$ cat src/hdl/ccx_pkg.sv
// ----------------------------------------------------------------------------
// Crosspoint connection table package
// Operation codes, field widths and the command and status types shared
// between the controller and the datapath.
// ----------------------------------------------------------------------------
package ccx_pkg;

  localparam int PortNumW = 4;
  localparam int MapW     = 32;
  localparam int SrcW     = 5;

  localparam logic signed [SrcW-1:0] SRC_NONE = -5'sd1;

  typedef enum logic [2:0] {
    OP_CONNECT    = 3'd0,
    OP_DISCONNECT = 3'd1,
    OP_READ       = 3'd2,
    OP_FIND       = 3'd3,
    OP_STORE      = 3'd4,
    OP_CLEAR      = 3'd5,
    OP_RESTORE    = 3'd6
  } op_e;

  typedef struct packed {
    logic load;
    logic exec;
    logic step;
  } ccx_cmd_t;

  typedef struct packed {
    logic restore_go;
    logic step_last;
  } ccx_status_t;

endpackage

$ cat src/hdl/ccx_ram.sv
// ----------------------------------------------------------------------------
// Generic RAM
// One write port and one read port with registered read data.
// ----------------------------------------------------------------------------
module ccx_ram #(
  parameter int WIDTH = 64,
  parameter int DEPTH = 8,
  localparam int AW = (DEPTH > 1) ? $clog2(DEPTH) : 1
) (
  input  logic             clk_i,
  input  logic             we_i,
  input  logic [AW-1:0]    waddr_i,
  input  logic [WIDTH-1:0] wdata_i,
  input  logic [AW-1:0]    raddr_i,
  output logic [WIDTH-1:0] rdata_o
);

  logic [WIDTH-1:0] mem_q [DEPTH];
  logic [WIDTH-1:0] rdata_q;

  always_ff @(posedge clk_i) begin
    if (we_i) begin
      mem_q[waddr_i] <= wdata_i;
    end
    rdata_q <= mem_q[raddr_i];
  end

  assign rdata_o = rdata_q;

endmodule

$ cat src/hdl/ccx_dp.sv
// ----------------------------------------------------------------------------
// Crosspoint connection table datapath
// Holds the two link maps, the preset store and the result register, and
// carries out one operation or one restore step per command.
// ----------------------------------------------------------------------------
module ccx_dp #(
  parameter int PORTS        = 8,
  parameter int PRESET_SLOTS = 8
) (
  input  logic                                clk_i,
  input  logic                                rst_ni,
  input  ccx_pkg::ccx_cmd_t                   cmd_i,
  output ccx_pkg::ccx_status_t                status_o,
  input  logic [2:0]                          operation_i,
  input  logic                                direction_i,
  input  logic [ccx_pkg::PortNumW-1:0]        input_port_i,
  input  logic [ccx_pkg::PortNumW-1:0]        output_port_i,
  input  logic [ccx_pkg::PortNumW-1:0]        preset_slot_i,
  input  logic [ccx_pkg::MapW-1:0]            preset_emission_map_i,
  input  logic [ccx_pkg::MapW-1:0]            preset_reception_map_i,
  input  logic                                preset_valid_i,
  output logic                                accepted_o,
  output logic [ccx_pkg::PortNumW-1:0]        connected_output_o,
  output logic signed [ccx_pkg::SrcW-1:0]     source_index_o
);

  import ccx_pkg::*;

  localparam int PORT_W = $clog2(PORTS);
  localparam int SLOT_W = (PRESET_SLOTS > 1) ? $clog2(PRESET_SLOTS) : 1;

  function automatic logic port_ok(logic [PortNumW-1:0] p);
    return (p != '0) && (p <= PortNumW'(PORTS));
  endfunction

  logic [2:0]          op_q;
  logic                dir_q;
  logic [PortNumW-1:0] inp_q;
  logic [PortNumW-1:0] outp_q;
  logic [PortNumW-1:0] slot_q;
  logic [MapW-1:0]     emap_q;
  logic [MapW-1:0]     rmap_q;
  logic                pvalid_q;

  logic [PortNumW-1:0] links_q [2][PORTS];
  logic [PortNumW-1:0] links_d [2][PORTS];
  logic [PRESET_SLOTS-1:0] flags_q;
  logic [PRESET_SLOTS-1:0] flags_d;
  logic [PORT_W-1:0]   cnt_q;
  logic [PORT_W-1:0]   cnt_d;

  logic                         acc_q;
  logic                         acc_d;
  logic [PortNumW-1:0]          conn_q;
  logic [PortNumW-1:0]          conn_d;
  logic signed [SrcW-1:0]       src_q;
  logic signed [SrcW-1:0]       src_d;

  op_e                 op;
  logic                inp_ok;
  logic                outp_ok;
  logic                slot_ok;
  logic [PORT_W-1:0]   inp_idx;
  logic [SLOT_W-1:0]   slot_idx;
  logic                flag_sel;
  logic [PortNumW-1:0] cnt4;
  logic [2*MapW-1:0]   ram_rdata;
  logic [MapW-1:0]     emap_rd;
  logic [MapW-1:0]     rmap_rd;
  logic [PortNumW-1:0] ent [2];
  logic                ram_we;

  logic [1:0]          lk_en;
  logic [1:0]          clr_en;
  logic [PORT_W-1:0]   lk_idx [2];
  logic [PortNumW-1:0] lk_out [2];
  logic [1:0]          hold_en;
  logic [PORT_W-1:0]   hold_idx [2];
  logic [PORTS-1:0]    match [2];

  assign op       = op_e'(op_q);
  assign inp_ok   = port_ok(inp_q);
  assign outp_ok  = port_ok(outp_q);
  assign slot_ok  = (slot_q != '0) && (slot_q <= PortNumW'(PRESET_SLOTS));
  assign inp_idx  = PORT_W'(inp_q - 4'd1);
  assign slot_idx = SLOT_W'(slot_q - 4'd1);
  assign flag_sel = slot_ok && flags_q[slot_idx];
  assign cnt4     = PortNumW'(cnt_q);
  assign emap_rd  = ram_rdata[MapW-1:0];
  assign rmap_rd  = ram_rdata[2*MapW-1:MapW];
  assign ent[0]   = cnt4[3] ? '0 : emap_rd[{cnt4[2:0], 2'b00} +: PortNumW];
  assign ent[1]   = cnt4[3] ? '0 : rmap_rd[{cnt4[2:0], 2'b00} +: PortNumW];
  assign ram_we   = cmd_i.exec && (op == OP_STORE) && slot_ok;

  ccx_ram #(
    .WIDTH(2 * MapW),
    .DEPTH(PRESET_SLOTS)
  ) u_ram (
    .clk_i  (clk_i),
    .we_i   (ram_we),
    .waddr_i(slot_idx),
    .wdata_i({rmap_q, emap_q}),
    .raddr_i(slot_idx),
    .rdata_o(ram_rdata)
  );

  always_comb begin
    lk_en  = '0;
    clr_en = '0;
    for (int m = 0; m < 2; m++) begin
      lk_idx[m] = inp_idx;
      lk_out[m] = outp_q;
    end
    if (cmd_i.step) begin
      for (int m = 0; m < 2; m++) begin
        lk_idx[m] = cnt_q;
        lk_out[m] = ent[m];
        lk_en[m]  = port_ok(ent[m]);
      end
    end else if (cmd_i.exec) begin
      case (op)
        OP_CONNECT:    lk_en[dir_q]  = inp_ok && outp_ok;
        OP_DISCONNECT: clr_en[dir_q] = inp_ok;
        default:       ;
      endcase
    end
  end

  always_comb begin
    for (int m = 0; m < 2; m++) begin
      hold_idx[m] = '0;
      for (int j = 0; j < PORTS; j++) begin
        match[m][j] = (links_q[m][j] == lk_out[m]);
      end
      for (int j = PORTS - 1; j >= 0; j--) begin
        if (match[m][j]) begin
          hold_idx[m] = PORT_W'(j);
        end
      end
      hold_en[m] = |match[m];
    end
  end

  always_comb begin
    links_d = links_q;
    for (int m = 0; m < 2; m++) begin
      for (int j = 0; j < PORTS; j++) begin
        if (lk_en[m] && hold_en[m] && (hold_idx[m] == PORT_W'(j))) begin
          links_d[m][j] = '0;
        end
        if (clr_en[m] && (lk_idx[m] == PORT_W'(j))) begin
          links_d[m][j] = '0;
        end
        if (lk_en[m] && (lk_idx[m] == PORT_W'(j))) begin
          links_d[m][j] = lk_out[m];
        end
      end
    end
  end

  always_comb begin
    flags_d = flags_q;
    if (cmd_i.exec && slot_ok) begin
      case (op)
        OP_STORE: flags_d[slot_idx] = pvalid_q;
        OP_CLEAR: flags_d[slot_idx] = 1'b0;
        default:  ;
      endcase
    end
  end

  always_comb begin
    acc_d  = 1'b0;
    conn_d = '0;
    src_d  = SRC_NONE;
    case (op)
      OP_CONNECT:    acc_d = inp_ok && outp_ok;
      OP_DISCONNECT: acc_d = inp_ok;
      OP_READ: begin
        if (inp_ok) begin
          acc_d  = 1'b1;
          conn_d = links_q[dir_q][inp_idx];
        end
      end
      OP_FIND: begin
        if (outp_ok) begin
          acc_d = 1'b1;
          if (hold_en[dir_q]) begin
            src_d = signed'(SrcW'(hold_idx[dir_q]));
          end
        end
      end
      OP_STORE:      acc_d = slot_ok;
      OP_CLEAR:      acc_d = slot_ok;
      OP_RESTORE:    acc_d = flag_sel;
      default:       acc_d = 1'b0;
    endcase
  end

  always_comb begin
    cnt_d = cnt_q;
    if (cmd_i.exec) begin
      cnt_d = '0;
    end else if (cmd_i.step) begin
      cnt_d = cnt_q + PORT_W'(1);
    end
  end

  always_ff @(posedge clk_i or negedge rst_ni) begin
    if (!rst_ni) begin
      for (int m = 0; m < 2; m++) begin
        for (int j = 0; j < PORTS; j++) begin
          links_q[m][j] <= '0;
        end
      end
      flags_q <= '0;
      cnt_q   <= '0;
    end else begin
      links_q <= links_d;
      flags_q <= flags_d;
      cnt_q   <= cnt_d;
    end
  end

  always_ff @(posedge clk_i) begin
    if (cmd_i.load) begin
      op_q     <= operation_i;
      dir_q    <= direction_i;
      inp_q    <= input_port_i;
      outp_q   <= output_port_i;
      slot_q   <= preset_slot_i;
      emap_q   <= preset_emission_map_i;
      rmap_q   <= preset_reception_map_i;
      pvalid_q <= preset_valid_i;
    end
    if (cmd_i.exec) begin
      acc_q  <= acc_d;
      conn_q <= conn_d;
      src_q  <= src_d;
    end
  end

  assign status_o.restore_go = (op == OP_RESTORE) && flag_sel;
  assign status_o.step_last  = (cnt_q == PORT_W'(PORTS - 1));

  assign accepted_o         = acc_q;
  assign connected_output_o = conn_q;
  assign source_index_o     = src_q;

`ifndef SYNTHESIS
  a_step_needs_set_slot : assert property (@(posedge clk_i) disable iff (!rst_ni)
    cmd_i.step |-> (op == OP_RESTORE) && flag_sel)
    else $error("Restore step runs without a set preset slot.");

  a_connect_lands : assert property (@(posedge clk_i) disable iff (!rst_ni)
    cmd_i.exec && (op == OP_CONNECT) && inp_ok && outp_ok
    |=> links_q[$past(dir_q)][$past(inp_idx)] == $past(outp_q))
    else $error("Connect did not store the output at its input.");

  a_step_lands : assert property (@(posedge clk_i) disable iff (!rst_ni)
    cmd_i.step && lk_en[0] |=> links_q[0][$past(cnt_q)] == $past(lk_out[0]))
    else $error("Restore step did not store the emission entry.");
`endif

endmodule

$ cat src/hdl/ccx_ctrl.sv
// ----------------------------------------------------------------------------
// Crosspoint connection table controller
// Sequences intake, execution, restore steps and the result register.
// ----------------------------------------------------------------------------
module ccx_ctrl (
  input  logic                 clk_i,
  input  logic                 rst_ni,
  input  logic                 in_valid_i,
  output logic                 in_stall_o,
  output logic                 out_valid_o,
  input  logic                 out_stall_i,
  output ccx_pkg::ccx_cmd_t    cmd_o,
  input  ccx_pkg::ccx_status_t status_i
);

  import ccx_pkg::*;

  typedef enum logic [1:0] {
    S_IDLE,
    S_EXEC,
    S_STEP
  } state_e;

  state_e state_q;
  state_e state_d;
  logic   out_valid_q;
  logic   out_valid_d;
  logic   out_free;

  assign out_free = !out_valid_q || !out_stall_i;

  always_comb begin
    cmd_o      = '0;
    cmd_o.load = (state_q == S_IDLE) && in_valid_i;
    cmd_o.exec = (state_q == S_EXEC) && out_free;
    cmd_o.step = (state_q == S_STEP);
    state_d    = state_q;
    case (state_q)
      S_IDLE: begin
        if (in_valid_i) begin
          state_d = S_EXEC;
        end
      end
      S_EXEC: begin
        if (out_free) begin
          state_d = status_i.restore_go ? S_STEP : S_IDLE;
        end
      end
      S_STEP: begin
        if (status_i.step_last) begin
          state_d = S_IDLE;
        end
      end
      default: state_d = S_IDLE;
    endcase
    out_valid_d = out_valid_q && out_stall_i;
    if (cmd_o.exec) begin
      out_valid_d = 1'b1;
    end
  end

  always_ff @(posedge clk_i or negedge rst_ni) begin
    if (!rst_ni) begin
      state_q     <= S_IDLE;
      out_valid_q <= 1'b0;
    end else begin
      state_q     <= state_d;
      out_valid_q <= out_valid_d;
    end
  end

  assign in_stall_o  = (state_q != S_IDLE);
  assign out_valid_o = out_valid_q;

`ifndef SYNTHESIS
  a_load_then_exec : assert property (@(posedge clk_i) disable iff (!rst_ni)
    cmd_o.load |=> state_q == S_EXEC)
    else $error("Accepted transfer was not followed by execution.");

  a_last_step_ends : assert property (@(posedge clk_i) disable iff (!rst_ni)
    (state_q == S_STEP) && status_i.step_last |=> state_q == S_IDLE)
    else $error("Restore did not end after the last step.");

  a_no_overwrite : assert property (@(posedge clk_i) disable iff (!rst_ni)
    cmd_o.exec |-> !(out_valid_q && out_stall_i))
    else $error("Result register overwritten while its transfer is pending.");
`endif

endmodule

$ cat src/hdl/crosspoint_connection_table.sv
// ----------------------------------------------------------------------------
// Crosspoint connection table
// Emission and reception link maps with connect, disconnect, lookups and
// preset store, clear and restore.
// ----------------------------------------------------------------------------
//  Channel  Handshake                 Payload
//  in       in_valid_i / in_stall_o   operation_i .. preset_valid_i
//  out      out_valid_o / out_stall_i accepted_o, connected_output_o,
//                                     source_index_o
//
// An item is first taken as a transfer and then executed.
// A restore of a set slot adds one step per input, in each of which one
// link update of each map runs; the preset read comes from a registered RAM.
// Reset clears both maps and all preset valid flags at once.
// The input stalls while an item is in work. The result waits in an output
// register, so execution stalls only while a previous result is unclaimed.
module crosspoint_connection_table #(
  parameter int PORTS        = 8,
  parameter int PRESET_SLOTS = 8
) (
  input  logic                            clk_i,
  input  logic                            rst_ni,
  input  logic                            in_valid_i,
  output logic                            in_stall_o,
  input  logic [2:0]                      operation_i,
  input  logic                            direction_i,
  input  logic [ccx_pkg::PortNumW-1:0]    input_port_i,
  input  logic [ccx_pkg::PortNumW-1:0]    output_port_i,
  input  logic [ccx_pkg::PortNumW-1:0]    preset_slot_i,
  input  logic [ccx_pkg::MapW-1:0]        preset_emission_map_i,
  input  logic [ccx_pkg::MapW-1:0]        preset_reception_map_i,
  input  logic                            preset_valid_i,
  output logic                            out_valid_o,
  input  logic                            out_stall_i,
  output logic                            accepted_o,
  output logic [ccx_pkg::PortNumW-1:0]    connected_output_o,
  output logic signed [ccx_pkg::SrcW-1:0] source_index_o
);

  import ccx_pkg::*;

  ccx_cmd_t    cmd;
  ccx_status_t status;

  ccx_ctrl u_ctrl (
    .clk_i      (clk_i),
    .rst_ni     (rst_ni),
    .in_valid_i (in_valid_i),
    .in_stall_o (in_stall_o),
    .out_valid_o(out_valid_o),
    .out_stall_i(out_stall_i),
    .cmd_o      (cmd),
    .status_i   (status)
  );

  ccx_dp #(
    .PORTS       (PORTS),
    .PRESET_SLOTS(PRESET_SLOTS)
  ) u_dp (
    .clk_i                 (clk_i),
    .rst_ni                (rst_ni),
    .cmd_i                 (cmd),
    .status_o              (status),
    .operation_i           (operation_i),
    .direction_i           (direction_i),
    .input_port_i          (input_port_i),
    .output_port_i         (output_port_i),
    .preset_slot_i         (preset_slot_i),
    .preset_emission_map_i (preset_emission_map_i),
    .preset_reception_map_i(preset_reception_map_i),
    .preset_valid_i        (preset_valid_i),
    .accepted_o            (accepted_o),
    .connected_output_o    (connected_output_o),
    .source_index_o        (source_index_o)
  );

endmodule

$ cat config.mk
export PLATFORM = sky130hd
export DESIGN_NAME = crosspoint_connection_table
export DESIGN_NICKNAME = d
export VERILOG_FILES = /design/src/hdl/ccx_pkg.sv /design/src/hdl/ccx_ram.sv /design/src/hdl/ccx_dp.sv /design/src/hdl/ccx_ctrl.sv /design/src/hdl/crosspoint_connection_table.sv
export SDC_FILE = /design/constraint.sdc
export NUM_CORES = 1
export LEC_CHECK = 0
export BUFFER_PORTS_ARGS = -buffer_cell sky130_fd_sc_hd__buf_2
export CAP_MARGIN = 20
export CORE_MARGIN = 2
export CORE_UTILIZATION = 56
export DETAILED_ROUTE_END_ITERATION = 10
export HOLD_SLACK_MARGIN = 0.1
export PLACE_DENSITY = 0.86
export SYNTH_ARGS = -nofsm -noshare
export SYNTH_HDL_FRONTEND = slang
export SYNTH_HIERARCHICAL = 1
export SYNTH_SLANG_ARGS = --single-unit
$ cat constraint.sdc
create_clock -name clk_i -period 6.2 [get_ports clk_i]
set_clock_uncertainty 0.05 [all_clocks]
set_input_delay 0 -clock clk_i [delete_from_list [all_inputs] [get_ports clk_i]]
set_output_delay 0 -clock clk_i [all_outputs]
set_load 0.02 [all_outputs]
After elaboration in Yosys (flattened, before gate mapping)
Memories as Yosys holds them, arrays and structs flattened. A register that Yosys moved wholly into a read port is not among the register bits.
Index checks and enable logic that the tools add are counted.
{"block": "classes", "order_cmp": 11, "shift": 2, "n_eq_ne": 56, "n_mul": 0, "n_div": 0, "bitwise": 6, "n_addsub": 3, "muxes": 105, "reduce_logical": 107}
{"op": "$mux W4", "n": 50}
{"op": "$mux W32", "n": 3}
{"op": "$logic_and A1 B1 Y1", "n": 66}
{"op": "$eq A4 B4 Y1", "n": 16}
{"op": "$shiftx A32 B6 Y4", "n": 2}
{"op": "$mux W3", "n": 21}
{"op": "$eq A3 B3 Y1 const B", "n": 20}
{"op": "$reduce_bool A3 Y1", "n": 16}
{"op": "$eq A3 B2 Y1 const B", "n": 10}
{"op": "$le A4 B4 Y1 const B", "n": 5}
{"op": "$mux W2", "n": 10}
{"op": "$reduce_bool A4 Y1", "n": 5}
{"op": "$pmux W8 S2", "n": 1}
{"op": "$reduce_or A8 Y1", "n": 2}
{"op": "$eq A3 B1 Y1 const B", "n": 5}
{"op": "$logic_not A3 Y1", "n": 5}
{"op": "$bmux W4 S3", "n": 1}
{"op": "$mux W1", "n": 10}
{"op": "$and A8 B8 Y8", "n": 1}
{"op": "$bwmux W8", "n": 1}
{"op": "$mux W8", "n": 1}
{"op": "$not A8 Y8", "n": 1}
{"op": "$mux W6", "n": 1}
{"op": "$pmux W1 S6", "n": 1}
{"op": "other kinds (27)", "n": 36}
{"block": "word_totals", "ramBits": 512, "latchBits": 0, "regBits": 169, "n_memories": 1, "wordCells": 323, "romBits": 0, "out_inout_bits": 12, "in_bits": 85}
{"memory": "u_dp.u_ram.mem_q", "depth": 8, "word_bits": 64, "read_ports": 1, "rd_clocked_by_memory_dff": 1, "wr": 1, "line_no": "ccx_ram.sv:18", "rtl": "logic [WIDTH-1:0] mem_q [DEPTH];"}

Logic depth before layout (Yosys ltp)
Gate-level depths: netlist of the first run.
{"block": "depth", "word_depth": 16, "mapped_depth": 13, "depth_no_buf": 11}

Modules after synthesis
The synthesis of the first run kept the hierarchy.
{"module": "ccx_ram", "n_inst": 1, "area_per_inst_um2": 20547.2, "cells_each": 816, "seq_area_each_um2": 16656.0}
{"module": "ccx_dp", "n_inst": 1, "area_per_inst_um2": 9820.7, "cells_each": 893, "seq_area_each_um2": 4579.4}
{"module": "ccx_ctrl", "n_inst": 1, "area_per_inst_um2": 151.4, "cells_each": 17, "seq_area_each_um2": 75.1}

Worst setup path before layout of the first run
No wires, ideal clock.
{"block": "synth_path", "path_type": "register to register", "from": "reg u_ctrl.state_q[1]", "to": "mem u_dp.u_ram.mem_q[0][0] (enable)", "path_buffers": 0, "setup_time_ns": 0.565, "stages_incl_launch_ff": 7, "arrival_ns": 6.052, "period_less_slack_ns": 6.667, "t_required_ns": 5.585, "setup_slack_ns": -0.467, "cell_sequence": "dfrtp_1 -> nand2b_1 -> a21oi_1 -> nand2b_1 -> nor3_1 -> nand2b_1 -> nor3_1"}
{"item": "start: declaration", "line_no": "ccx_ctrl.sv:24", "rtl": "state_e state_q;"}
{"item": "start signal: assignment", "line_no": "ccx_ctrl.sv:67", "rtl": "state_q <= state_d;"}
{"item": "end: declaration", "line_no": "ccx_ram.sv:18"}

Final worst setup path of the first run
{"block": "layout_path", "from": "reg u_dp.slot_q[0]", "to": "mem u_dp.u_ram.mem_q[5][24] (enable)"}
{"block": "layout_via", "elab_cells_between_ends": 7, "classes_between": "add/sub: 1; order compare: 1; mux: 2; reduce/logical: 3"}
{"item": "start: declaration", "line_no": "ccx_dp.sv:40", "rtl": "logic [PortNumW-1:0] slot_q;"}
{"item": "start signal: assignment", "line_no": "ccx_dp.sv:231", "rtl": "slot_q <= preset_slot_i;"}
{"item": "$sub A3 B1 Y3", "line_no": "ccx_dp.sv:86", "rtl": "assign slot_idx = SLOT_W'(slot_q - 4'd1);"}
{"item": "net u_dp.slot_idx[0]", "line_no": "ccx_dp.sv:64", "rtl": "logic [SLOT_W-1:0] slot_idx;"}
The timed path passes the listed nets, and every way through them passes these cells.

==> impl_metrics.prom, run 1 <==
# TYPE chip_impl_metric gauge
chip_impl_info{name="run_status",value="complete, no violations"} 1
chip_impl_metric{name="synth_edf_count",unit=""} 602
chip_impl_metric{name="cts.reportedPaths.clkPinSlew",unit="ns"} 0.06
chip_impl_info{name="ys_dominant_reg_cell",value="sky130_fd_sc_hd__edfxtp_1"} 1
chip_impl_metric{name="r2r_cells",unit=""} 9
chip_impl_metric{name="first_pass_grt_wire_length",unit="um"} 118000
chip_impl_metric{name="drt_first_pass_iters",unit=""} 5
chip_impl_info{name="setup_crit_end_kind",value="flop"} 1
chip_impl_metric{name="crit_path_max_incr_delay",unit="ns"} 0.73
chip_impl_metric{name="cellLeakagePower",unit="nW"} 12.2
chip_impl_metric{name="power.density_cell_area",unit="mW/mm2"} 330
chip_impl_metric{name="post_cts.repair.setup_buffers",unit=""} 0
chip_impl_info{name="critPathTopFamily",value="simple AND/OR/NAND/NOR gates"} 1
chip_impl_metric{name="crit_fanout",unit=""} 90
chip_impl_metric{name="ys.warnings.count",unit=""} 6
chip_impl_metric{name="critPathArrivalTime",unit="ns"} 4.73
chip_impl_metric{name="grt_antenna_before_repair",unit=""} 0
chip_impl_metric{name="route.antenna.remaining_nets",unit=""} 0
chip_impl_metric{name="drv_slew",unit=""} 0
chip_impl_metric{name="first_global_vias",unit=""} 18900
chip_impl_metric{name="grt_start_max_net_pins",unit=""} 120
chip_impl_metric{name="clkLatencyLatePin",unit="ns"} 0.63
chip_impl_metric{name="cts_repair_resize_count",unit=""} 0
chip_impl_metric{name="timing.final.hold_violations",unit=""} 0
chip_impl_info{name="worst_path_most_repeated_cell",value="sky130_fd_sc_hd__nand2_1"} 1
chip_impl_metric{name="wirelength",unit="um"} 78200
chip_impl_metric{name="period_share",unit="%"} 72.5
chip_impl_info{name="worstHoldPathType",value="input pin to flop"} 1
chip_impl_metric{name="tritoncts.num_buffers",unit=""} 73
chip_impl_metric{name="routabilityCongestion",unit=""} 0.981
chip_impl_metric{name="worst_ir_drop_vdd",unit="V"} 0.000262
chip_impl_info{name="setup_repair_after_global_routing_missed_its_margin",value="false"} 1
chip_impl_metric{name="async_reset_ff_share",unit="%"} 10.5
chip_impl_metric{name="initial_core_util",unit="%"} 56.7
chip_impl_info{name="cts_root_cell",value="sky130_fd_sc_hd__clkbuf_16"} 1
chip_impl_metric{name="fin_crit",unit="ns"} 4.49
chip_impl_info{name="r2r-end",value="u_dp/u_ram/mem_q[5][24]"} 1
chip_impl_metric{name="final_setup_vio_count",unit=""} 0
chip_impl_metric{name="wl_per_cell",unit="um"} 28.2
chip_impl_metric{name="max-clock-path-buffers",unit=""} 3
chip_impl_metric{name="dp.final_hpwl",unit="um"} 43500
chip_impl_info{name="worst_r2r_startpoint",value="u_dp/slot_q[0]"} 1
chip_impl_info{name="worstHoldStart",value="out_stall_i"} 1
chip_impl_metric{name="critPathBufInv",unit=""} 2
chip_impl_metric{name="route.detailed.vias_per_inst",unit=""} 6.58
chip_impl_metric{name="synth_seq_cells",unit=""} 744
chip_impl_info{name="most_frequent_standard_cell_in_the_layout_excluding_fill_and_tap_cells",value="sky130_fd_sc_hd__edfxtp_1"} 1
chip_impl_metric{name="syn_nets",unit=""} 1815
chip_impl_metric{name="synthesis.area",unit="mm2"} 0.0305
chip_impl_metric{name="vias",unit=""} 18200
chip_impl_metric{name="numPortBuffers",unit=""} 96
chip_impl_metric{name="fmaxAchievable",unit="GHz"} 0.223
chip_impl_info{name="criticalPathCategory",value="flop to flop"} 1
chip_impl_metric{name="sink_count_of_the_clock_tree",unit=""} 744
chip_impl_metric{name="clock_tree.htree_level_count",unit=""} 3
chip_impl_metric{name="setup_tns_final",unit="ns"} 0
chip_impl_metric{name="die_x",unit="um"} 237
chip_impl_metric{name="fraction_of_the_yosys_area_taken_by_sequential_cells",unit="%"} 69.8
chip_impl_metric{name="cp_num_cells",unit=""} 9
chip_impl_metric{name="postCtsHoldBufs",unit=""} 168
chip_impl_metric{name="timing_worst_slew_pin_value",unit="ns"} 1.11
chip_impl_metric{name="die_area",unit="mm2"} 0.0564
chip_impl_metric{name="critical_path_required",unit="ns"} 6.44
chip_impl_info{name="crit_chain",value="inv_8 > ha_1 > nor2b_1 > xnor2_1 > nand2_1 > nor3_1 > nand2_1 > nor2_4 > buf_12"} 1
chip_impl_metric{name="gr-usage-all-layers",unit="%"} 28.4
chip_impl_info{name="critical_path_destination",value="u_dp/u_ram/mem_q[5][24]"} 1
chip_impl_metric{name="design.core.area",unit="mm2"} 0.0538
chip_impl_info{name="cts_tree",value="built"} 1
chip_impl_metric{name="antenna-diode-count",unit=""} 0
chip_impl_metric{name="post-route-drc-count",unit=""} 0
chip_impl_metric{name="layout.core_utilization",unit="%"} 66.8
chip_impl_metric{name="first_iter_violations",unit=""} 1944
chip_impl_metric{name="postSynthCellCount",unit=""} 1726
chip_impl_info{name="startpoint_of_the_worst_setup_timing_path",value="u_dp/slot_q[0]"} 1
chip_impl_info{name="setup.worst_path.start_class",value="flop"} 1
chip_impl_metric{name="i_o_pin_cnt",unit=""} 97
chip_impl_metric{name="fp-row-count",unit=""} 85
chip_impl_metric{name="synth_cell_type_count",unit=""} 71
chip_impl_info{name="timing.critical_path.slowest_stage_cell",value="sky130_fd_sc_hd__nor2_4"} 1
chip_impl_metric{name="drive_gt1_share",unit="%"} 23.8
chip_impl_metric{name="maxCapViolations",unit=""} 0
chip_impl_metric{name="total_power",unit="W"} 0.0119
chip_impl_metric{name="avgSynthCellArea",unit="um2"} 17.7
chip_impl_metric{name="timing.slew.headroom",unit="%"} 26.3
chip_impl_metric{name="timing.reg2reg.setup_slack",unit="ns"} 1.71
chip_impl_info{name="final_cell_mix",value="sky130_fd_sc_hd__edfxtp_1 (602), sky130_fd_sc_hd__dlygate4sd3_1 (168), sky130_fd_sc_hd__mux4_2 (150)"} 1
chip_impl_metric{name="floorplan.die.height",unit="um"} 237
chip_impl_metric{name="area_delta_synth_final",unit="%"} 17.8
chip_impl_metric{name="num-fill-cells",unit=""} 3349
chip_impl_metric{name="grt-ovfl-total",unit=""} 0
chip_impl_metric{name="nets",unit=""} 2102
==> sequential cells by signal, indices dropped and copies added, names as in the netlist <==
signal and flops:
u_dp/u_ram/mem_q 512, u_dp/links_q 64, u_dp/u_ram/rdata_o 64, u_dp/emap_q 32, u_dp/rmap_q 32, u_dp/flags_q 8, u_dp/connected_output_o 4, u_dp/inp_q 4
u_dp/outp_q 4, u_dp/slot_q 4, u_dp/source_index_o 4, u_dp/cnt_q 3, u_dp/op 3, u_ctrl/state_q 2, u_ctrl/out_valid_o 1, u_dp/accepted_o 1
u_dp/dir_q 1, u_dp/pvalid_q 1
==> Yosys cell counts (all sizes together), types with 3 or more instances <==
| library cell | number | share of area (%) |
|---|---|---|
| o21ai | 55 | 0.90 |
| buf | 53 | 1.2 |
| a41oi | 16 | 0.46 |
| o211ai | 5 | 0.12 |
| o21a | 7 | 0.17 |
| edfxtp | 602 | 59 |
| dfrtp | 78 | 6.4 |
| a22o | 33 | 0.95 |
| nand4 | 16 | 0.33 |
| or3 | 6 | 0.12 |
| nand2b | 15 | 0.31 |
| nand2 | 64 | 0.81 |
| a32oi | 5 | 0.14 |
| ha | 4 | 0.16 |
| nor3 | 26 | 0.43 |
| nand3 | 10 | 0.16 |
| mux2i | 33 | 1.1 |
| and2 | 5 | 0.10 |
| clkbuf | 29 | 0.36 |
| a31oi | 32 | 0.68 |
| nor2 | 52 | 0.64 |
| and4 | 3 | 0.086 |
| mux4 | 152 | 11 |
| a22oi | 37 | 0.93 |
| o22ai | 14 | 0.29 |
| dfxtp | 64 | 4.2 |
| a311oi | 9 | 0.28 |
| a32o | 5 | 0.17 |
| nor4 | 29 | 0.59 |
| inv | 27 | 0.33 |
| nor4b | 4 | 0.11 |
| o31ai | 5 | 0.12 |
| o41ai | 3 | 0.086 |
| nor2b | 18 | 0.37 |
| or2 | 3 | 0.062 |
| xor2 | 21 | 0.60 |
| mux2 | 78 | 2.9 |
| a21boi | 6 | 0.15 |
| a21oi | 18 | 0.30 |
| xnor2 | 61 | 1.8 |
==> cells by family after synthesis <==
| logic type | share of synthesized area, % |
|---|---|
| AO/OA/AOI/OAI | 6.21 |
| XOR/XNOR | 2.35 |
| adder cells (fa/ha/maj) | 0.164 |
| buffers and inverters | 1.91 |
| flip-flops | 69.8 |
| multiplexers | 15.2 |
| AND/OR/NAND/NOR | 4.33 |
==> metal layers <==
metal	track usage, %	up-vias	wire length [um]
met3	4.96	228	6240
li1	-	7585	-
met4	11.2	0	2860
met5	0	-	0
met1	37.0	9286	29500
met2	48.0	1122	39600
==> stage by stage <==
stage | hold WS (ns) | area, um2 | instances | setup slack, ns
global placement | 0.126 | 31800 | 2464 | 1.93
detailed placement | 0.128 | 31800 | 2465 | 1.84
CTS | 0.135 | 35900 | 2769 | 1.71
finish | 0.149 | 36000 | 2770 | 1.71
global route | 0.174 | 36000 | 2770 | 1.40
floorplan | -0.346 | 30500 | 1726 | 1.25
==> power breakdown <==
part | internal (W) | switching, W
logic | 0.000640 | 0.000792
registers | 0.00567 | 0.000246
clock network | 0.00257 | 0.00194
==> worst min path at each step <==
stage	slack [ns]	cells past startpoint	end
2_1_floorplan	-0.35	0	u_ctrl/out_valid_o
4_1_cts	0.14	4	u_ctrl/out_valid_o
3_3_place_gp	0.13	1	u_dp/rmap_q[16]
6_report	0.15	4	u_ctrl/out_valid_o
5_1_grt	0.17	4	u_ctrl/out_valid_o
3_5_place_dp	0.13	1	u_dp/rmap_q[20]
==> tightest hold or removal path: stages <==
cell	delay, ns
sky130_fd_sc_hd__dlygate4sd3_1	0.51
sky130_fd_sc_hd__buf_2	0.12
sky130_fd_sc_hd__nand2_1	0.07
sky130_fd_sc_hd__nand2_1	0.07
==> final cells by class <==
| class | count | area, um2 | share of cell area (%) |
|---|---|---|---|
| clock buffer | 107 | 2080 | 5.77 |
| inverter | 27 | 113 | 0.313 |
| clock inverter | 29 | 373 | 1.04 |
| multi-input combinational | 873 | 8710 | 24.2 |
| sequential | 744 | 21300 | 59.3 |
| tap | 696 | 871 | 2.42 |
| timing repair buffer | 294 | 2510 | 6.98 |
(Power assumes the default switching activity.)
==> run 2: changes to the inputs <==
--- a/config.mk
+++ b/config.mk
@@ -5,13 +5,14 @@
 export SDC_FILE = /design/constraint.sdc
 export NUM_CORES = 1
 export LEC_CHECK = 0
+export ABC_AREA = 1
 export BUFFER_PORTS_ARGS = -buffer_cell sky130_fd_sc_hd__buf_2
 export CAP_MARGIN = 20
 export CORE_MARGIN = 2
-export CORE_UTILIZATION = 56
+export CORE_UTILIZATION = 60
 export DETAILED_ROUTE_END_ITERATION = 10
 export HOLD_SLACK_MARGIN = 0.1
-export PLACE_DENSITY = 0.86
+export PLACE_DENSITY = 0.87
 export SYNTH_ARGS = -nofsm -noshare
 export SYNTH_HDL_FRONTEND = slang
 export SYNTH_HIERARCHICAL = 1
==> constraint.sdc (replaced) <==
create_clock -name clk_i -period 4.2 [get_ports clk_i]
set_clock_uncertainty 0.05 [all_clocks]
set_input_delay 0 -clock clk_i [delete_from_list [all_inputs] [get_ports clk_i]]
set_output_delay 0 -clock clk_i [all_outputs]
set_load 0.02 [all_outputs]
==> run 2 against run 1 <==
Effect of this change:
- hold slack got worse by 0.043 ns
- via count rose by 35%
- count of clock-buffer cells in the layout fell by 9
- sequential power rose by 48%
- core utilization rose by 3.2 points
- non-clock buffer count fell by 2
- synthesized cell count rose by 100%
- setup slack got worse by 0.96 ns
- critical path depth rose by 2
- synthesized area rose by 9.0%
- cell area rose by 7.1%
==> impl_metrics.prom, run 2 <==
# TYPE chip_impl_metric gauge
chip_impl_info{name="run_status",value="complete, no violations"} 1
chip_impl_metric{name="postSynthCellCount",unit=""} 3472
chip_impl_metric{name="gr-usage-all-layers",unit="%"} 28.5
chip_impl_metric{name="grt_antenna_before_repair",unit=""} 0
chip_impl_metric{name="drt_first_pass_iters",unit=""} 5
chip_impl_metric{name="first_global_vias",unit=""} 24200
chip_impl_metric{name="initial_core_util",unit="%"} 60.5
chip_impl_metric{name="critPathArrivalTime",unit="ns"} 3.68
chip_impl_metric{name="nets",unit=""} 3797
chip_impl_metric{name="met1_routed_length",unit="um"} 30200
chip_impl_metric{name="drv_slew",unit=""} 0
chip_impl_metric{name="first_pass_grt_wire_length",unit="um"} 126000
chip_impl_metric{name="max_ffs_per_register",unit=""} 512
chip_impl_metric{name="post-route-drc-count",unit=""} 0
chip_impl_metric{name="post_cts.repair.setup_buffers",unit=""} 0
chip_impl_metric{name="timing.slew.headroom",unit="%"} 23.2
chip_impl_info{name="ys_dominant_reg_cell",value="sky130_fd_sc_hd__edfxtp_1"} 1
chip_impl_metric{name="routabilityCongestion",unit=""} 0.959
chip_impl_metric{name="timing.reg2reg.setup_slack",unit="ns"} 0.74
chip_impl_metric{name="setup_slack",unit="ns"} 0.743
chip_impl_metric{name="fin_crit",unit="ns"} 3.46
chip_impl_metric{name="ys.warnings.count",unit=""} 6
chip_impl_info{name="r2r-end",value="u_dp/u_ram/mem_q[1][35]"} 1
chip_impl_metric{name="fraction_of_the_yosys_area_taken_by_sequential_cells",unit="%"} 64.0
chip_impl_metric{name="dp.final_hpwl",unit="um"} 43400
chip_impl_info{name="synth_area_leaders",value="sky130_fd_sc_hd__edfxtp_1 (54%), sky130_fd_sc_hd__nand2_1 (13%), sky130_fd_sc_hd__inv_1 (7.7%), sky130_fd_sc_hd__nand3_1 (6.1%), sky130_fd_sc_hd__dfrtp_1 (5.9%)"} 1
chip_impl_metric{name="hold_depth",unit=""} 4
chip_impl_metric{name="i_o_pin_cnt",unit=""} 97
chip_impl_info{name="netlist_top_cells_count",value="sky130_fd_sc_hd__nand2_1 (1171), sky130_fd_sc_hd__inv_1 (679), sky130_fd_sc_hd__edfxtp_1 (602), sky130_fd_sc_hd__nand3_1 (408), sky130_fd_sc_hd__dfrtp_1 (78)"} 1
chip_impl_metric{name="layout.core_utilization",unit="%"} 70.1
chip_impl_metric{name="route.detailed.vias_per_inst",unit=""} 5.43
chip_impl_info{name="worstHoldPathType",value="input pin to flop"} 1
chip_impl_metric{name="numPortBuffers",unit=""} 96
chip_impl_metric{name="critical_path_required",unit="ns"} 4.42
chip_impl_metric{name="async_reset_ff_share",unit="%"} 10.5
chip_impl_metric{name="vias",unit=""} 24500
chip_impl_metric{name="synthesis.area",unit="mm2"} 0.0333
chip_impl_info{name="setup_crit_end_kind",value="flop"} 1
chip_impl_metric{name="power.density_cell_area",unit="mW/mm2"} 468
chip_impl_info{name="netlist.top_cell.by_area",value="sky130_fd_sc_hd__edfxtp_1"} 1
chip_impl_metric{name="grt-ovfl-total",unit=""} 0
chip_impl_info{name="cts_tree",value="built"} 1
chip_impl_info{name="setup.worst_path.start_class",value="flop"} 1
chip_impl_info{name="most_frequent_standard_cell_in_the_layout_excluding_fill_and_tap_cells",value="sky130_fd_sc_hd__nand2_1"} 1
chip_impl_metric{name="num-fill-cells",unit=""} 3560
chip_impl_metric{name="wl_per_cell",unit="um"} 18.0
chip_impl_metric{name="sink_count_of_the_clock_tree",unit=""} 744
chip_impl_metric{name="die_x",unit="um"} 240
chip_impl_metric{name="crit_fanout",unit=""} 56
chip_impl_metric{name="clkLatencyLatePin",unit="ns"} 0.63
chip_impl_info{name="startpoint_of_the_worst_setup_timing_path",value="u_dp/slot_q[0]"} 1
chip_impl_metric{name="die_area",unit="mm2"} 0.0574
chip_impl_metric{name="floorplan.die.height",unit="um"} 240
chip_impl_metric{name="pre_cts_ws",unit="ns"} 0.862
chip_impl_info{name="critical_path_destination",value="u_dp/u_ram/mem_q[1][35]"} 1
chip_impl_metric{name="synth_edf_count",unit=""} 602
chip_impl_info{name="top_signal_layer_used",value="met4"} 1
chip_impl_metric{name="dr_wl_met2",unit="um"} 40700
chip_impl_metric{name="maxCapViolations",unit=""} 0
chip_impl_metric{name="drive_gt1_share",unit="%"} 8.75
chip_impl_metric{name="cellLeakagePower",unit="nW"} 17.6
chip_impl_metric{name="cts.reportedPaths.clkPinSlew",unit="ns"} 0.06
chip_impl_info{name="final_cell_mix",value="sky130_fd_sc_hd__nand2_1 (1170), sky130_fd_sc_hd__inv_1 (676), sky130_fd_sc_hd__edfxtp_1 (602)"} 1
chip_impl_metric{name="timing.final.hold_violations",unit=""} 0
chip_impl_info{name="worst_r2r_startpoint",value="u_dp/slot_q[0]"} 1
chip_impl_metric{name="synth_cell_type_count",unit=""} 47
chip_impl_metric{name="first_iter_violations",unit=""} 2748
chip_impl_metric{name="finalNonFillerCells",unit=""} 4520
chip_impl_metric{name="synth_seq_cells",unit=""} 744
chip_impl_metric{name="fmaxAchievable",unit="GHz"} 0.289
chip_impl_metric{name="wl_met3",unit="um"} 7090
chip_impl_metric{name="post-synth-top-area-fraction",unit="%"} 54.3
chip_impl_metric{name="area_delta_synth_final",unit="%"} 15.8
chip_impl_info{name="setup_repair_after_global_routing_missed_its_margin",value="false"} 1
chip_impl_metric{name="timing_worst_slew_pin_value",unit="ns"} 1.15
chip_impl_metric{name="grt_start_max_net_pins",unit=""} 190
chip_impl_metric{name="worst_ir_drop_vdd",unit="V"} 0.000370
chip_impl_info{name="cts_root_cell",value="sky130_fd_sc_hd__clkbuf_16"} 1
chip_impl_metric{name="avgSynthCellArea",unit="um2"} 9.59
chip_impl_metric{name="clock_tree.htree_level_count",unit=""} 3
chip_impl_metric{name="fp-row-count",unit=""} 86
chip_impl_metric{name="max-clock-path-buffers",unit=""} 3
chip_impl_metric{name="route.antenna.remaining_nets",unit=""} 0
chip_impl_metric{name="period_share",unit="%"} 82.3
chip_impl_metric{name="placed_cells",unit=""} 4212
chip_impl_metric{name="final_setup_vio_count",unit=""} 0
chip_impl_info{name="synth_most_common_cell",value="sky130_fd_sc_hd__nand2_1"} 1
chip_impl_metric{name="r2r_cells",unit=""} 11
chip_impl_info{name="criticalPathCategory",value="flop to flop"} 1
chip_impl_metric{name="syn_nets",unit=""} 3561
chip_impl_metric{name="wirelength",unit="um"} 81200
chip_impl_info{name="register_name_with_the_most_flops",value="u_dp/u_ram/mem_q"} 1
chip_impl_metric{name="total_power",unit="W"} 0.0180
chip_impl_metric{name="tritoncts.num_buffers",unit=""} 77
chip_impl_metric{name="design.core.area",unit="mm2"} 0.0550
## run 2: cell count changes in the layout (fill, tap and decap cells not counted), moves of 17 or more
cell,before,now
sky130_fd_sc_hd__nor4_1,29,2
sky130_fd_sc_hd__a22o_1,33,0
sky130_fd_sc_hd__a22oi_1,36,0
sky130_fd_sc_hd__nand2_1,61,1170
sky130_fd_sc_hd__nand3_1,10,408
sky130_fd_sc_hd__nor2b_1,17,0
sky130_fd_sc_hd__mux2_2,78,0
sky130_fd_sc_hd__inv_1,23,676
sky130_fd_sc_hd__xnor2_1,61,15
sky130_fd_sc_hd__nor2_1,45,65
sky130_fd_sc_hd__mux2i_1,32,5
sky130_fd_sc_hd__mux4_2,150,0
sky130_fd_sc_hd__a31oi_1,31,0
## run 2: kinds of logic after synthesis
| family | count (synthesis) | share of synthesized area (%) |
|---|---|---|
| xor+xnor | 42 | 1.11 |
| flops | 744 | 64.0 |
| buf+inv | 827 | 10.4 |
| mux | 5 | 0.150 |
| compound gates | 108 | 1.87 |
| fa+ha+maj | 4 | 0.150 |
| simple gates | 1742 | 22.3 |
## run 2: what timing repair did
item,CTS,global route
endpoints found under the setup margin,0,0
hold buffers,163,0
hold endpoints to repair,184,0
gates resized for setup,0,0
## run 2: per-stage QoR
| step | hold slack (ns) | TNS [ns] | cell area (um2) |
|---|---|---|---|
| finish | 0.106 | 0 | 38500 |
| global route | 0.120 | 0 | 38500 |
| CTS | 0.103 | 0 | 38500 |
| detailed placement | 0.128 | 0 | 34300 |
| global placement | 0.127 | 0 | 34300 |
| floorplan | -0.346 | -385.22 | 33300 |
## run 2: worst min path at each step
stage	startpoint	to	slack, ns
after floorplan	rst_ni	u_ctrl/out_valid_o	-0.35
after global placement	preset_reception_map_i[19]	u_dp/rmap_q[19]	0.13
after detailed placement	preset_emission_map_i[11]	u_dp/emap_q[11]	0.13
after CTS	out_stall_i	u_ctrl/out_valid_o	0.10
after global routing	input_port_i[0]	u_dp/inp_q[0]	0.12
final	out_stall_i	u_ctrl/out_valid_o	0.11
## run 2: critical path: stages, from the launching register on
cell and delay (ns):
sky130_fd_sc_hd__edfxtp_1 0.53, sky130_fd_sc_hd__clkinv_4 0.11, sky130_fd_sc_hd__ha_1 0.16, sky130_fd_sc_hd__inv_1 0.06, sky130_fd_sc_hd__or2_2 0.32, sky130_fd_sc_hd__xnor2_1 0.15
sky130_fd_sc_hd__nor3_1 0.14, sky130_fd_sc_hd__inv_1 0.09, sky130_fd_sc_hd__nor3_1 0.31, sky130_fd_sc_hd__nand2_1 0.33, sky130_fd_sc_hd__nor2_4 0.43, sky130_fd_sc_hd__buf_12 0.41
## run 2: cell type report
class / instances / area [um2] / area share (%)
multi-input combinational: 1901 / 8580 / 22.3
clock buffer: 98 / 2070 / 5.36
tap: 748 / 936 / 2.43
clock inverter: 44 / 462 / 1.20
antenna: 1 / 2.50 / 0.00650
sequential: 744 / 21300 / 55.3
inverter: 692 / 2620 / 6.79
timing repair buffer: 292 / 2550 / 6.63
## run 2: where the power goes
part,internal [W],switching (W)
registers,0.00845,0.000343
clock network,0.00389,0.00287
logic,0.000800,0.00165
## run 2: per-layer routing
layer / vias to the layer above / track usage [%]
li1: 11400 / -
met1: 11500 / 35.4
met2: 1338 / 49.5
met3: 263 / 4.71
met4: 0 / 12.0
met5: - / 0
==> run 3: changes to the inputs <==
--- a/config.mk
+++ b/config.mk
@@ -5,7 +5,7 @@
 export SDC_FILE = /design/constraint.sdc
 export NUM_CORES = 1
 export LEC_CHECK = 0
-export ABC_AREA = 1
+export ABC_AREA = 0
 export BUFFER_PORTS_ARGS = -buffer_cell sky130_fd_sc_hd__buf_2
 export CAP_MARGIN = 20
 export CORE_MARGIN = 2
==> constraint.sdc (replaced) <==
create_clock -name clk_i -period 3.2 [get_ports clk_i]
set_clock_uncertainty 0.05 [all_clocks]
set_input_delay 0 -clock clk_i [delete_from_list [all_inputs] [get_ports clk_i]]
set_output_delay 0 -clock clk_i [all_outputs]
set_load 0.02 [all_outputs]
==> run 3 against run 2 <==
Effect of this change:
- the flow now finishes with violations (setup timing)
- critical path depth is 1 lower
- clock power is 32% higher
- first-iteration DRC count is 13% higher
- die area is 8.2% lower
- critical path type unchanged
- largest cell class unchanged
==> impl_metrics.prom, run 3 (synthesis results as in run 1) <==
# TYPE chip_impl_metric gauge
chip_impl_metric{name="crit_path_max_incr_delay",unit="ns"} 0.58
chip_impl_metric{name="floorplan.die.height",unit="um"} 230
chip_impl_metric{name="design.core.area",unit="mm2"} 0.0502
chip_impl_metric{name="setup_slack",unit="ns"} -0.121
chip_impl_metric{name="i_o_pin_cnt",unit=""} 97
chip_impl_metric{name="finalNonFillerCells",unit=""} 2853
chip_impl_metric{name="numPortBuffers",unit=""} 96
chip_impl_metric{name="route.detailed.vias_per_inst",unit=""} 6.86
chip_impl_metric{name="wl_per_cell",unit="um"} 31.2
chip_impl_metric{name="route.antenna.remaining_nets",unit=""} 0
chip_impl_info{name="crit_chain",value="buf_12 > mux2i_1 > a22oi_1 > nand2_2 > a311oi_1 > nand4_1 > or2b_1 > nand3_2 > or4b_4 > a32o_2"} 1
chip_impl_info{name="timing.critical_path.slowest_stage_cell",value="sky130_fd_sc_hd__dfrtp_4"} 1
chip_impl_metric{name="final_setup_vio_count",unit=""} 22
chip_impl_metric{name="clkLatencyLatePin",unit="ns"} 0.64
chip_impl_metric{name="clock_tree.htree_level_count",unit=""} 3
chip_impl_info{name="worstHoldPathType",value="input pin to flop"} 1
chip_impl_metric{name="post-route-drc-count",unit=""} 0
chip_impl_metric{name="first_pass_grt_wire_length",unit="um"} 128000
chip_impl_metric{name="grt_antenna_before_repair",unit=""} 1
chip_impl_metric{name="period_share",unit="%"} 104
chip_impl_metric{name="cellLeakagePower",unit="nW"} 13.0
chip_impl_metric{name="maxCapViolations",unit=""} 0
chip_impl_metric{name="timing_worst_slew_pin_value",unit="ns"} 1.03
chip_impl_metric{name="fmaxAchievable",unit="GHz"} 0.301
chip_impl_metric{name="seq_area",unit="mm2"} 0.0213
chip_impl_metric{name="tritoncts.num_buffers",unit=""} 72
chip_impl_metric{name="max-clock-path-buffers",unit=""} 3
chip_impl_metric{name="placed_cells",unit=""} 2535
chip_impl_metric{name="wirelength",unit="um"} 89100
chip_impl_metric{name="max_ffs_per_register",unit=""} 512
chip_impl_metric{name="critPathBufInv",unit=""} 1
chip_impl_metric{name="placedInstanceArea",unit="mm2"} 0.0328
chip_impl_metric{name="timing.final.hold_violations",unit=""} 0
chip_impl_metric{name="timing.slew.headroom",unit="%"} 31.4
chip_impl_metric{name="drv_slew",unit=""} 0
chip_impl_info{name="criticalPathCategory",value="flop to flop"} 1
chip_impl_metric{name="critical_path_required",unit="ns"} 3.64
chip_impl_metric{name="first_iter_violations",unit=""} 3107
chip_impl_info{name="critPathTopFamily",value="simple AND/OR/NAND/NOR gates"} 1
chip_impl_metric{name="grt-ovfl-total",unit=""} 0
chip_impl_metric{name="first_global_vias",unit=""} 19600
chip_impl_metric{name="power.density_cell_area",unit="mW/mm2"} 634
chip_impl_metric{name="gr-usage-all-layers",unit="%"} 33.2
chip_impl_info{name="violated_checks",value="setup timing"} 1
chip_impl_info{name="cts_tree",value="built"} 1
chip_impl_metric{name="drt_first_pass_iters",unit=""} 6
chip_impl_info{name="setup.worst_path.start_class",value="flop"} 1
chip_impl_metric{name="routabilityCongestion",unit=""} 1.03
chip_impl_info{name="register_name_with_the_most_flops",value="u_dp/u_ram/mem_q"} 1
chip_impl_metric{name="fp-row-count",unit=""} 82
chip_impl_metric{name="vias",unit=""} 19600
chip_impl_metric{name="area_delta_synth_final",unit="%"} 23.0
chip_impl_metric{name="die_area",unit="mm2"} 0.0527
chip_impl_metric{name="finish.instance_area",unit="mm2"} 0.0375
chip_impl_metric{name="cts.reportedPaths.clkPinSlew",unit="ns"} 0.07
chip_impl_metric{name="fin_crit",unit="ns"} 3.32
chip_impl_metric{name="initial_core_util",unit="%"} 60.8
chip_impl_metric{name="drive_gt1_share",unit="%"} 31.1
chip_impl_info{name="setup_repair_after_global_routing_missed_its_margin",value="true"} 1
chip_impl_metric{name="grt_start_max_net_pins",unit=""} 79
chip_impl_metric{name="crit_fanout",unit=""} 8
chip_impl_info{name="cts_root_cell",value="sky130_fd_sc_hd__clkbuf_16"} 1
chip_impl_info{name="most_frequent_standard_cell_in_the_layout_excluding_fill_and_tap_cells",value="sky130_fd_sc_hd__edfxtp_1"} 1
chip_impl_metric{name="multi_input_comb_area",unit="mm2"} 0.00916
chip_impl_metric{name="sink_count_of_the_clock_tree",unit=""} 744
chip_impl_metric{name="critPathArrivalTime",unit="ns"} 3.76
chip_impl_metric{name="worst_ir_drop_vdd",unit="V"} 0.000804
chip_impl_metric{name="die_x",unit="um"} 230
chip_impl_metric{name="num-fill-cells",unit=""} 2629
chip_impl_metric{name="dp.final_hpwl",unit="um"} 46300
chip_impl_metric{name="nets",unit=""} 2209
chip_impl_info{name="final_cell_mix",value="sky130_fd_sc_hd__edfxtp_1 (602), sky130_fd_sc_hd__dlygate4sd3_1 (165), sky130_fd_sc_hd__mux4_2 (152)"} 1
chip_impl_info{name="setup_crit_end_kind",value="flop"} 1
chip_impl_info{name="run_status",value="finished with violations"} 1
==> run 3: changes by cell type in the layout (fill, tap and decap cells not counted), sizes merged, moves of 18 or more <==
cell	change
buf	+105
nand3	-414
mux4	+152
nand2	-1131
mux2i	+28
nor4	+27
xnor2	+46
nor2b	+18
a22o	+33
a31oi	+32
inv	-662
a22oi	+37
mux2	+78
nor2	-30
==> run 3: final timing paths <==
kind / depth (start not counted) / from / to / slack [ns]
min in group asynchronous: 3 / rst_ni / u_ctrl/state_q[1] / 0.26
max: 10 / u_dp/cnt_q[0] / u_dp/links_q[32] / -0.12
max in group asynchronous: 4 / rst_ni / u_dp/cnt_q[0] / 2.20
min reg2reg: 1 / u_dp/flags_q[7] / u_dp/flags_q[7] / 0.46
max reg2reg: 10 / u_dp/cnt_q[0] / u_dp/links_q[32] / -0.12
min: 2 / preset_emission_map_i[26] / u_dp/emap_q[26] / 0.13
==> run 3: what timing repair did <==
| item | CTS | global route |
|---|---|---|
| gates resized for setup | 14 | 93 |
| hold buffers | 165 | 0 |
| pin swaps | 1 | 30 |
| setup endpoints to repair | 13 | 156 |
| cloned | 0 | 3 |
| endpoints found under the hold margin | 230 | 0 |
| setup buffers | 0 | 14 |
==> run 3: cell type report <==
cell class                      instances  area share [%]
Tap cell                              672            2.24
Multi-Input combinational cell        873            24.4
Clock buffer                          104            5.64
Antenna cell                            1         0.00667
Clock inverter                         30           0.860
Inverter                               27           0.297
Sequential cell                       744            56.8
Timing Repair Buffer                  402            9.74
==> run 3: worst register-to-register path, stage by stage, from the launching register on <==
cell                       delay, ns
sky130_fd_sc_hd__dfrtp_4        0.58
sky130_fd_sc_hd__buf_12         0.19
sky130_fd_sc_hd__mux2i_1        0.15
sky130_fd_sc_hd__a22oi_1        0.32
sky130_fd_sc_hd__nand2_2        0.21
sky130_fd_sc_hd__a311oi_1       0.35
sky130_fd_sc_hd__nand4_1        0.18
sky130_fd_sc_hd__or2b_1         0.24
sky130_fd_sc_hd__nand3_2        0.11
sky130_fd_sc_hd__or4b_4         0.54
sky130_fd_sc_hd__a32o_2         0.29
==> run 3: where the power goes <==
group	internal (W)	switching, W
combinational	0.00156	0.00176
sequential	0.0110	0.000536
clock	0.00506	0.00387
total	0.0176	0.00617
==> run 3: stage by stage <==
stage	setup WS [ns]	setup TNS (ns)	utilization [%]	power [W]	hold WS, ns
after floorplan	-0.374	-46.74	-	0.0133	-0.346
after global placement	0.0105	0	65.3	0.0143	0.126
after detailed placement	-0.0514	-0.252	65.3	0.0144	0.128
after CTS	0.00172	0	73.6	0.0233	0.105
after global routing	-0.183	-3.42	74.8	0.0244	0.145
final	-0.121	-0.869	74.8	0.0238	0.133
==> run 3: per-layer routing <==
metal  vias to the layer above  wire length [um]  track usage, %
met3                       315              9340            5.30
met2                      1577             44300            54.9
met5                         -                 0               0
li1                       7802                 -               -
met1                      9885             31100            44.2
met4                         0              4410            14.4
